$ cat src/rtl/led_blink_request_sequencer_top_assert.svh
// -----------------------------------------------------------------------------
// led blink request sequencer assertion macros
// shared property forms used by the top level checks
// -----------------------------------------------------------------------------
`ifndef LED_BLINK_REQUEST_SEQUENCER_TOP_ASSERT_SVH
`define LED_BLINK_REQUEST_SEQUENCER_TOP_ASSERT_SVH

// same-cycle implication
`define LBRS_ASSERT_IMP(label, clk, rst, ante, cons, msg) \
   label: assert property (@(posedge clk) disable iff (rst) (ante) |-> (cons)) \
      else $error(msg);

// next-cycle implication
`define LBRS_ASSERT_NXT(label, clk, rst, ante, cons, msg) \
   label: assert property (@(posedge clk) disable iff (rst) (ante) |=> (cons)) \
      else $error(msg);

`endif

$ cat src/rtl/lbrs_pkg.sv
// -----------------------------------------------------------------------------
// lbrs_pkg
// types and constants shared by the led blink request sequencer modules
// -----------------------------------------------------------------------------
package lbrs_pkg;

   localparam int QUEUE_DEPTH_DEFAULT = 8;

   localparam int CSR_ADDR_W = 3;
   localparam int CSR_DATA_W = 32;

   // register index taken from the word address bit
   localparam logic CSR_SUPPRESSED_ID = 1'b0;

   typedef enum logic {
      KIND_ENQUEUE = 1'b0,
      KIND_TICK    = 1'b1
   } kind_type;

   typedef struct packed {
      logic [15:0] reps;
      logic [15:0] on_len;
      logic [15:0] off_len;
      logic [7:0]  ident;
   } req_type;

   typedef struct packed {
      logic rd_en;
      logic push;
      logic pop;
   } fifo_ops_type;

   typedef struct packed {
      logic step;
      logic tick;
      logic queue_empty;
   } player_ctrl_type;

   typedef struct packed {
      logic written;
      logic level;
      logic busy;
      logic pop;
   } player_rsp_type;

endpackage

$ cat src/rtl/lbrs_fifo.sv
// -----------------------------------------------------------------------------
// lbrs_fifo
// circular request queue held in a synchronous memory with pointers and count
// -----------------------------------------------------------------------------
module lbrs_fifo
   import lbrs_pkg::*;
#(
   parameter int QUEUE_DEPTH = QUEUE_DEPTH_DEFAULT
) (
   input  logic                               clock,
   input  logic                               reset,
   input  fifo_ops_type                       ops,
   input  req_type                            wr_data,
   output req_type                            rd_data,
   output logic [$clog2(QUEUE_DEPTH+1)-1:0]   count,
   output logic [$clog2(QUEUE_DEPTH+1)-1:0]   count_next,
   output logic                               full,
   output logic                               empty
);

   localparam int PTR_W = $clog2(QUEUE_DEPTH);
   localparam int CNT_W = $clog2(QUEUE_DEPTH + 1);
   localparam logic [PTR_W-1:0] PTR_LAST = PTR_W'(QUEUE_DEPTH - 1);
   localparam logic [CNT_W-1:0] CNT_FULL = CNT_W'(QUEUE_DEPTH);

   req_type          store_ff [QUEUE_DEPTH];
   req_type          rd_data_ff;
   logic [PTR_W-1:0] rd_ptr_ff, rd_ptr_in;
   logic [PTR_W-1:0] wr_ptr_ff, wr_ptr_in;
   logic [CNT_W-1:0] count_ff, count_in;

   always_comb begin
      rd_ptr_in = rd_ptr_ff;
      wr_ptr_in = wr_ptr_ff;
      count_in  = count_ff;
      if (ops.push) begin
         wr_ptr_in = (wr_ptr_ff == PTR_LAST) ? '0 : wr_ptr_ff + 1'b1;
         count_in  = count_ff + 1'b1;
      end else if (ops.pop) begin
         rd_ptr_in = (rd_ptr_ff == PTR_LAST) ? '0 : rd_ptr_ff + 1'b1;
         count_in  = count_ff - 1'b1;
      end
   end

   always_ff @(posedge clock) begin
      if (reset) begin
         rd_ptr_ff <= '0;
         wr_ptr_ff <= '0;
         count_ff  <= '0;
      end else begin
         rd_ptr_ff <= rd_ptr_in;
         wr_ptr_ff <= wr_ptr_in;
         count_ff  <= count_in;
      end
   end

   always_ff @(posedge clock) begin
      if (ops.push) begin
         store_ff[wr_ptr_ff] <= wr_data;
      end
      if (ops.rd_en) begin
         rd_data_ff <= store_ff[rd_ptr_ff];
      end
   end

   assign rd_data    = rd_data_ff;
   assign count      = count_ff;
   assign count_next = count_in;
   assign full       = (count_ff == CNT_FULL);
   assign empty      = (count_ff == '0);

endmodule

$ cat src/rtl/lbrs_player.sv
// -----------------------------------------------------------------------------
// lbrs_player
// blink sequencer: loads the oldest request and times on and off phases
// -----------------------------------------------------------------------------
module lbrs_player
   import lbrs_pkg::*;
(
   input  logic            clock,
   input  logic            reset,
   input  player_ctrl_type ctrl,
   input  req_type         head_req,
   input  logic [7:0]      suppressed_id,
   output player_rsp_type  rsp
);

   req_type     active_ff, active_in;
   logic        busy_ff, busy_in;
   logic [15:0] rep_cnt_ff, rep_cnt_in;
   logic [15:0] on_cnt_ff, on_cnt_in;
   logic [15:0] off_cnt_ff, off_cnt_in;

   logic        drives;
   logic        on_act;
   logic        off_act;
   logic [15:0] on_cnt_upd;
   logic [15:0] off_cnt_upd;

   always_comb begin
      drives      = (active_ff.ident != suppressed_id);
      on_act      = (on_cnt_ff < active_ff.on_len);
      on_cnt_upd  = on_cnt_ff + 16'(on_act);
      off_act     = (on_cnt_upd >= active_ff.on_len) && (off_cnt_ff < active_ff.off_len);
      off_cnt_upd = off_cnt_ff + 16'(off_act);

      active_in   = active_ff;
      busy_in     = busy_ff;
      rep_cnt_in  = rep_cnt_ff;
      on_cnt_in   = on_cnt_ff;
      off_cnt_in  = off_cnt_ff;
      rsp         = '0;

      if (ctrl.step && ctrl.tick) begin
         if (!busy_ff) begin
            if (!ctrl.queue_empty) begin
               active_in  = head_req;
               busy_in    = 1'b1;
               rep_cnt_in = '0;
               on_cnt_in  = '0;
               off_cnt_in = '0;
               rsp.pop    = 1'b1;
            end
         end else if (rep_cnt_ff < active_ff.reps) begin
            rsp.written = drives && (on_act || off_act);
            rsp.level   = drives && off_act;
            if ((on_cnt_upd >= active_ff.on_len) && (off_cnt_upd >= active_ff.off_len)) begin
               rep_cnt_in = rep_cnt_ff + 1'b1;
               on_cnt_in  = '0;
               off_cnt_in = '0;
            end else begin
               on_cnt_in  = on_cnt_upd;
               off_cnt_in = off_cnt_upd;
            end
         end else begin
            busy_in = 1'b0;
         end
      end
      rsp.busy = busy_in;
   end

   always_ff @(posedge clock) begin
      if (reset) begin
         active_ff  <= '0;
         busy_ff    <= 1'b0;
         rep_cnt_ff <= '0;
         on_cnt_ff  <= '0;
         off_cnt_ff <= '0;
      end else begin
         active_ff  <= active_in;
         busy_ff    <= busy_in;
         rep_cnt_ff <= rep_cnt_in;
         on_cnt_ff  <= on_cnt_in;
         off_cnt_ff <= off_cnt_in;
      end
   end

endmodule

$ cat src/rtl/led_blink_request_sequencer_top.sv
// -----------------------------------------------------------------------------
// led_blink_request_sequencer_top
// path: an accepted transfer loads the input stage and the queue memory read register;
// the result register loads when the stage steps, which waits while the output is stalled
// no new transfer is taken while the stage is full; the step writes queue and sequencer state back
// reset: synchronous, clears pointers, count, sequencer state and the register
// -----------------------------------------------------------------------------
module led_blink_request_sequencer_top
   import lbrs_pkg::*;
#(
   parameter int QUEUE_DEPTH = QUEUE_DEPTH_DEFAULT
) (
   input  logic                  clock,
   input  logic                  reset,

   input  logic                  req_valid,
   output logic                  req_stall,
   input  logic                  req_kind,
   input  logic [15:0]           req_blink_count,
   input  logic [15:0]           req_on_ticks,
   input  logic [15:0]           req_off_ticks,
   input  logic [7:0]            req_led_id,

   output logic                  rsp_valid,
   input  logic                  rsp_stall,
   output logic                  rsp_pin_written,
   output logic                  rsp_pin_level,
   output logic                  rsp_request_dropped,
   output logic                  rsp_sequencer_busy,
   output logic [3:0]            rsp_queued_count,

   input  logic                  csr_psel,
   input  logic                  csr_penable,
   input  logic                  csr_pwrite,
   input  logic [CSR_ADDR_W-1:0] csr_paddr,
   input  logic [CSR_DATA_W-1:0] csr_pwdata,
   output logic [CSR_DATA_W-1:0] csr_prdata,
   output logic                  csr_pready
);

   localparam int CNT_W = $clog2(QUEUE_DEPTH + 1);

   logic            stage_valid_ff, stage_valid_in;
   logic            stage_kind_ff;
   req_type         stage_req_ff;
   logic            out_valid_ff, out_valid_in;
   logic            out_written_ff;
   logic            out_level_ff;
   logic            out_dropped_ff;
   logic            out_busy_ff;
   logic [3:0]      out_count_ff;
   logic [7:0]      supp_id_ff, supp_id_in;

   logic            accept;
   logic            step;
   logic            is_enqueue;
   logic            dropped;
   fifo_ops_type    fifo_ops;
   req_type         head_req;
   logic [CNT_W-1:0] fifo_count;
   logic [CNT_W-1:0] fifo_count_next;
   logic            fifo_full;
   logic            fifo_empty;
   logic [CNT_W+3:0] count_ext;
   player_ctrl_type play_ctrl;
   player_rsp_type  play_rsp;
   logic            csr_write;

   assign req_stall  = stage_valid_ff || reset;
   assign accept     = req_valid && !req_stall;
   assign step       = stage_valid_ff && (!out_valid_ff || !rsp_stall);
   assign is_enqueue = (stage_kind_ff == KIND_ENQUEUE);
   assign dropped    = step && is_enqueue && fifo_full;

   assign fifo_ops.rd_en = accept;
   assign fifo_ops.push  = step && is_enqueue && !fifo_full;
   assign fifo_ops.pop   = play_rsp.pop;

   assign play_ctrl.step        = step;
   assign play_ctrl.tick        = (stage_kind_ff == KIND_TICK);
   assign play_ctrl.queue_empty = fifo_empty;

   assign count_ext = {4'b0, fifo_count_next};

   lbrs_fifo #(
      .QUEUE_DEPTH(QUEUE_DEPTH)
   ) u_fifo (
      .clock      (clock),
      .reset      (reset),
      .ops        (fifo_ops),
      .wr_data    (stage_req_ff),
      .rd_data    (head_req),
      .count      (fifo_count),
      .count_next (fifo_count_next),
      .full       (fifo_full),
      .empty      (fifo_empty)
   );

   lbrs_player u_player (
      .clock         (clock),
      .reset         (reset),
      .ctrl          (play_ctrl),
      .head_req      (head_req),
      .suppressed_id (supp_id_ff),
      .rsp           (play_rsp)
   );

   // input stage and result register
   always_comb begin
      stage_valid_in = stage_valid_ff;
      if (accept) begin
         stage_valid_in = 1'b1;
      end else if (step) begin
         stage_valid_in = 1'b0;
      end
      out_valid_in = step || (out_valid_ff && rsp_stall);
   end

   always_ff @(posedge clock) begin
      if (reset) begin
         stage_valid_ff <= 1'b0;
         out_valid_ff   <= 1'b0;
      end else begin
         stage_valid_ff <= stage_valid_in;
         out_valid_ff   <= out_valid_in;
      end
   end

   always_ff @(posedge clock) begin
      if (accept) begin
         stage_kind_ff        <= req_kind;
         stage_req_ff.reps    <= req_blink_count;
         stage_req_ff.on_len  <= req_on_ticks;
         stage_req_ff.off_len <= req_off_ticks;
         stage_req_ff.ident   <= req_led_id;
      end
      if (step) begin
         out_written_ff <= play_rsp.written;
         out_level_ff   <= play_rsp.level;
         out_dropped_ff <= dropped;
         out_busy_ff    <= play_rsp.busy;
         out_count_ff   <= count_ext[3:0];
      end
   end

   assign rsp_valid           = out_valid_ff;
   assign rsp_pin_written     = out_written_ff;
   assign rsp_pin_level       = out_level_ff;
   assign rsp_request_dropped = out_dropped_ff;
   assign rsp_sequencer_busy  = out_busy_ff;
   assign rsp_queued_count    = out_count_ff;

   // register port
   assign csr_pready = 1'b1;
   assign csr_write  = csr_psel && csr_penable && csr_pwrite && csr_pready;

   always_comb begin
      supp_id_in = supp_id_ff;
      if (csr_write && (csr_paddr[2] == CSR_SUPPRESSED_ID)) begin
         supp_id_in = csr_pwdata[7:0];
      end
      csr_prdata = '0;
      if (csr_paddr[2] == CSR_SUPPRESSED_ID) begin
         csr_prdata = {{(CSR_DATA_W-8){1'b0}}, supp_id_ff};
      end
   end

   always_ff @(posedge clock) begin
      if (reset) begin
         supp_id_ff <= '0;
      end else begin
         supp_id_ff <= supp_id_in;
      end
   end

   // checks
`include "led_blink_request_sequencer_top_assert.svh"

   `LBRS_ASSERT_IMP(a_count_bound, clock, reset, 1'b1, fifo_count <= CNT_W'(QUEUE_DEPTH), "queue count above depth")
   `LBRS_ASSERT_IMP(a_pop_nonempty, clock, reset, fifo_ops.pop, !fifo_empty && !fifo_ops.push, "pop from empty queue")
   `LBRS_ASSERT_NXT(a_drop_full, clock, reset, dropped, fifo_full && rsp_request_dropped, "drop without full queue")
   `LBRS_ASSERT_IMP(a_pin_busy, clock, reset, rsp_valid && rsp_pin_written, rsp_sequencer_busy, "pin driven while idle")

endmodule

$ cat config.mk
export PLATFORM = sky130hd
export DESIGN_NAME = led_blink_request_sequencer_top
export DESIGN_NICKNAME = d
export VERILOG_FILES = /design/src/rtl/lbrs_pkg.sv /design/src/rtl/lbrs_fifo.sv /design/src/rtl/lbrs_player.sv /design/src/rtl/led_blink_request_sequencer_top.sv
export VERILOG_INCLUDE_DIRS = /design/src /design/src/rtl
export SDC_FILE = /design/constraint.sdc
export NUM_CORES = 1
export LEC_CHECK = 0
export ABC_AREA = 0
export BUFFER_PORTS_ARGS = -buffer_cell sky130_fd_sc_hd__buf_2
export CAP_MARGIN = 5
export CORE_ASPECT_RATIO = 0.5
export CORE_MARGIN = 5
export CORE_UTILIZATION = 38
export DETAILED_ROUTE_END_ITERATION = 7
export GPL_ROUTABILITY_DRIVEN = 0
export PLACE_DENSITY = 0.6
export SKIP_LAST_GASP = 1
export SYNTH_ARGS = -nofsm -noshare
export SYNTH_HDL_FRONTEND = slang
export SYNTH_HIERARCHICAL = 1
export SYNTH_SLANG_ARGS = --single-unit
export TNS_END_PERCENT = 100
$ cat constraint.sdc
create_clock -name clock -period 13 [get_ports clock]
set_input_delay 0.65 -clock clock [delete_from_list [all_inputs] [get_ports clock]]
set_output_delay 0.65 -clock clock [all_outputs]
set_load 0.05 [all_outputs]
==> reports/summary.json <==
{
  "yosys.area.top_type_share": {"value": 60.3, "unit": "%"},
  "cp_slowest_cell": {"value": "nor4_1"},
  "cp_slowest_stage_delay": {"value": 0.91, "unit": "ns"},
  "transition_time_at_the_pin_with_the_least_slew_margin": {"value": 1.03, "unit": "ns"},
  "max-cap-violations": {"value": 0},
  "final_net_count": {"value": 2083},
  "grt_util_all_layers": {"value": 14.7, "unit": "%"},
  "io_buffers": {"value": 90},
  "ant_nets": {"value": 0},
  "cts_max_level": {"value": 3},
  "clk_transition_reported_paths": {"value": 0.06, "unit": "ns"},
  "postSynth.asyncResetShare": {"value": 0, "unit": "%"},
  "crit_required": {"value": 13.50, "unit": "ns"},
  "cts_setup_buffers": {"value": 0},
  "register_cell_area_after_layout": {"value": 19600, "unit": "um2"},
  "die_ar": {"value": 80500, "unit": "um2"},
  "final_report_hold_violation_count": {"value": 0},
  "top_layer": {"value": "met4"},
  "min-delay-path-class": {"value": "in2reg"},
  "cts_root_buffer": {"value": "clkbuf_16"},
  "timing.slew.headroom": {"value": 31.6, "unit": "%"},
  "fillerInstances": {"value": 6460},
  "ir_worst_vdd": {"value": 84.0, "unit": "uV"},
  "number_of_antenna_violations_at_the_first_check_in_global_routing": {"value": 2},
  "cp_common_cell": {"value": "ha_1"},
  "yosys_warnings": {"value": 6},
  "cts_tree": {"value": "built"},
  "met1Wirelength": {"value": 29.1, "unit": "mm"},
  "timing.final.crit_period": {"value": 9.97, "unit": "ns"},
  "netlist_area": {"value": 28400, "unit": "um2"},
  "ys_seq_elements": {"value": 694},
  "max-clock-path-buffers": {"value": 3},
  "grt_first_pass_wirelength": {"value": 91.2, "unit": "mm"},
  "postRouteWirelength": {"value": 59.7, "unit": "mm"},
  "floorplan.die.height": {"value": 203, "unit": "um"},
  "cts_hold_repair.buffers": {"value": 0},
  "avgRoutedWirePerCell": {"value": 20.4, "unit": "um"},
  "ys_top_cells_by_count": {"value": "569 x edfxtp_1, 196 x nand2_1, 125 x dfxtp_1, 112 x mux4_2, 108 x a21oi_1"},
  "synthTopCellsByArea": {"value": "edfxtp_1 60%, mux4_2 8.9%, dfxtp_1 8.8%"},
  "worst_skew_pair.late_latency": {"value": 0.60, "unit": "ns"},
  "cts_num_sinks": {"value": 694},
  "pin_count_of_the_biggest_net_entering_global_routing": {"value": 89},
  "p_leak": {"value": 10.4, "unit": "nW"},
  "pin_count": {"value": 142},
  "p_per_area": {"value": 143, "unit": "nW/um2"},
  "total_area_of_multi_input_combinational_cells": {"value": 8100, "unit": "um2"},
  "post-synth-top-count-cell": {"value": "edfxtp_1"},
  "rsz0062_at_grt": {"value": "false"},
  "worstPathMaxFanout": {"value": 20},
  "initial_cell_density_of_the_core": {"value": 38.6, "unit": "%"},
  "holdWs": {"value": 0.225, "unit": "ns"},
  "post_layout_nonfiller_instances": {"value": 2921},
  "cts_inserted_buffers": {"value": 66},
  "postSynthAreaPerCell": {"value": 15.8, "unit": "um2"},
  "placed_cells": {"value": 2800},
  "synth_enable_flop_cells": {"value": 569},
  "detail_route.iter0.violations": {"value": 1052},
  "outcome": {"value": "finished, final reports clean"},
  "globalRoute.totalOverflow": {"value": 0},
  "synth_largest_area_cell": {"value": "edfxtp_1"},
  "crit_path_start_kind": {"value": "register"},
  "route.detailed.drc": {"value": 0},
  "clock-skew-final": {"value": 0.0195, "unit": "ns"},
  "synth_sequential_area_ratio": {"value": 69.1, "unit": "%"},
  "met3WireLength": {"value": 2.32, "unit": "mm"},
  "setup.worst_path.class": {"value": "reg2reg"},
  "antenna_cells": {"value": 0},
  "flow.area_growth_from_synthesis": {"value": 13.1, "unit": "%"},
  "synth.lib_cells_used.distinct": {"value": 62},
  "final.setup.tns": {"value": 0, "unit": "ns"},
  "rows": {"value": 70},
  "floorplan.die.width": {"value": 396, "unit": "um"},
  "routed-wl-met2": {"value": 27.3, "unit": "mm"},
  "via_per_inst": {"value": 5.14},
  "data_arrival_at_the_endpoint_of_the_critical_path": {"value": 10.47, "unit": "ns"},
  "finalCritPeriodShare": {"value": 76.7, "unit": "%"},
  "post_cts.resized_instances": {"value": 0},
  "coreArea": {"value": 73500, "unit": "um2"},
  "post_synthesis_cells": {"value": 1800},
  "crit_buf_inv": {"value": 3},
  "first_global_vias": {"value": 14800},
  "share_of_cells_above_drive_strength_1": {"value": 21.5, "unit": "%"},
  "setup_viol": {"value": 0},
  "route.vias.total": {"value": 15000},
  "worst_path_dominant_cell_family": {"value": "simple AND/OR/NAND/NOR gates"},
  "synthFlopType": {"value": "edfxtp_1"},
  "cp-end-kind": {"value": "register"},
  "maxClockFrequency": {"value": 100, "unit": "MHz"},
  "report.final.slew_viol_count": {"value": 0},
  "drtPass1Iterations": {"value": 5},
  "dpl.hpwl": {"value": 33.6, "unit": "mm"}
}
[metal layers]
layer,global-route usage [%],vias to the layer above
met3,2.28,63
met4,3.46,0
met5,0,-
met1,21.8,7675
met2,23.1,265
li1,-,7003
[worst paths after layout]
kind	start	endpoint	slack (ns)	cells after the start
setup / recovery	u_player/active_ff[25]	u_player/rep_cnt_ff[15]	3.03	34
setup reg to reg	u_player/active_ff[25]	u_player/rep_cnt_ff[15]	3.03	34
hold / removal	req_blink_count[0]	stage_req_ff[40]	0.22	1
hold reg to reg	u_player/active_ff[19]	u_player/active_ff[19]	0.45	2
[report_power, final]
part / internal, mW / switching, mW / total, mW
registers: 2.42 / 0.0215 / 2.44
clock network: 1.20 / 0.819 / 2.02
logic: 0.0363 / 0.0770 / 0.113
[kinds of logic after synthesis]
logic type	Yosys count	share of synthesized area, %
xor+xnor	38	1.17
compound gates	200	4.17
fa+ha+maj	88	3.88
flops	694	69.1
mux	180	11.5
other cells	2	0.0265
buf+inv	172	2.93
simple gates	426	7.19
[metrics by stage]
stage / utilization [%] / instance area [um2] / worst slack (ns) / total power [mW]
5_1_grt: 43.6 / 32100 / 2.32 / 4.72
4_1_cts: 43.6 / 32100 / 3.21 / 4.62
3_5_place_dp: 40.5 / 29800 / 3.32 / 2.61
3_3_place_gp: 40.5 / 29800 / 3.30 / 2.60
6_report: 43.6 / 32100 / 3.03 / 4.57
2_1_floorplan: - / 28400 / 5.70 / 2.57
[placed cells by master (no fill, tap or decap), types with 11 or more instances in the layout]
master     count
nand3_1       56
nand2b_1      27
nand4_1       16
a21oi_1      107
buf_2         89
inv_1         61
ha_1          88
nand2_1      196
a31oi_1       13
buf_4         26
xor2_1        12
mux2_2        57
xnor2_1       26
nor3_1        13
clkbuf_1      13
mux4_2       112
mux2i_1       11
and3_1        13
dfxtp_1      122
conb_1        25
clkbuf_16     71
nor2_1        39
edfxtp_1     569
o21ai_0       23
[layout make-up]
| cell class | instances | share of cell area [%] |
|---|---|---|
| clock buffer | 87 | 5.82 |
| clock inverter | 34 | 1.30 |
| inverter | 62 | 0.726 |
| multi-input combinational | 957 | 25.3 |
| sequential | 694 | 61.1 |
| tap | 972 | 3.79 |
| timing repair buffer | 115 | 2.00 |
[flip-flops by register name (all words and copies together) (netlist names), 3 cells and up]
register	count
u_fifo/store_ff	448
u_player/off_cnt_ff	16
u_fifo/rd_ptr_ff	3
u_fifo/wr_ptr_ff	3
u_fifo/rd_data	56
supp_id_ff	8
stage_req_ff	56
u_player/rep_cnt_ff	16
u_fifo/count	4
u_player/on_cnt_ff	16
u_player/active_ff	56
rsp_queued_count	4
No activity file was read; power rests on OpenSTA's default activity.
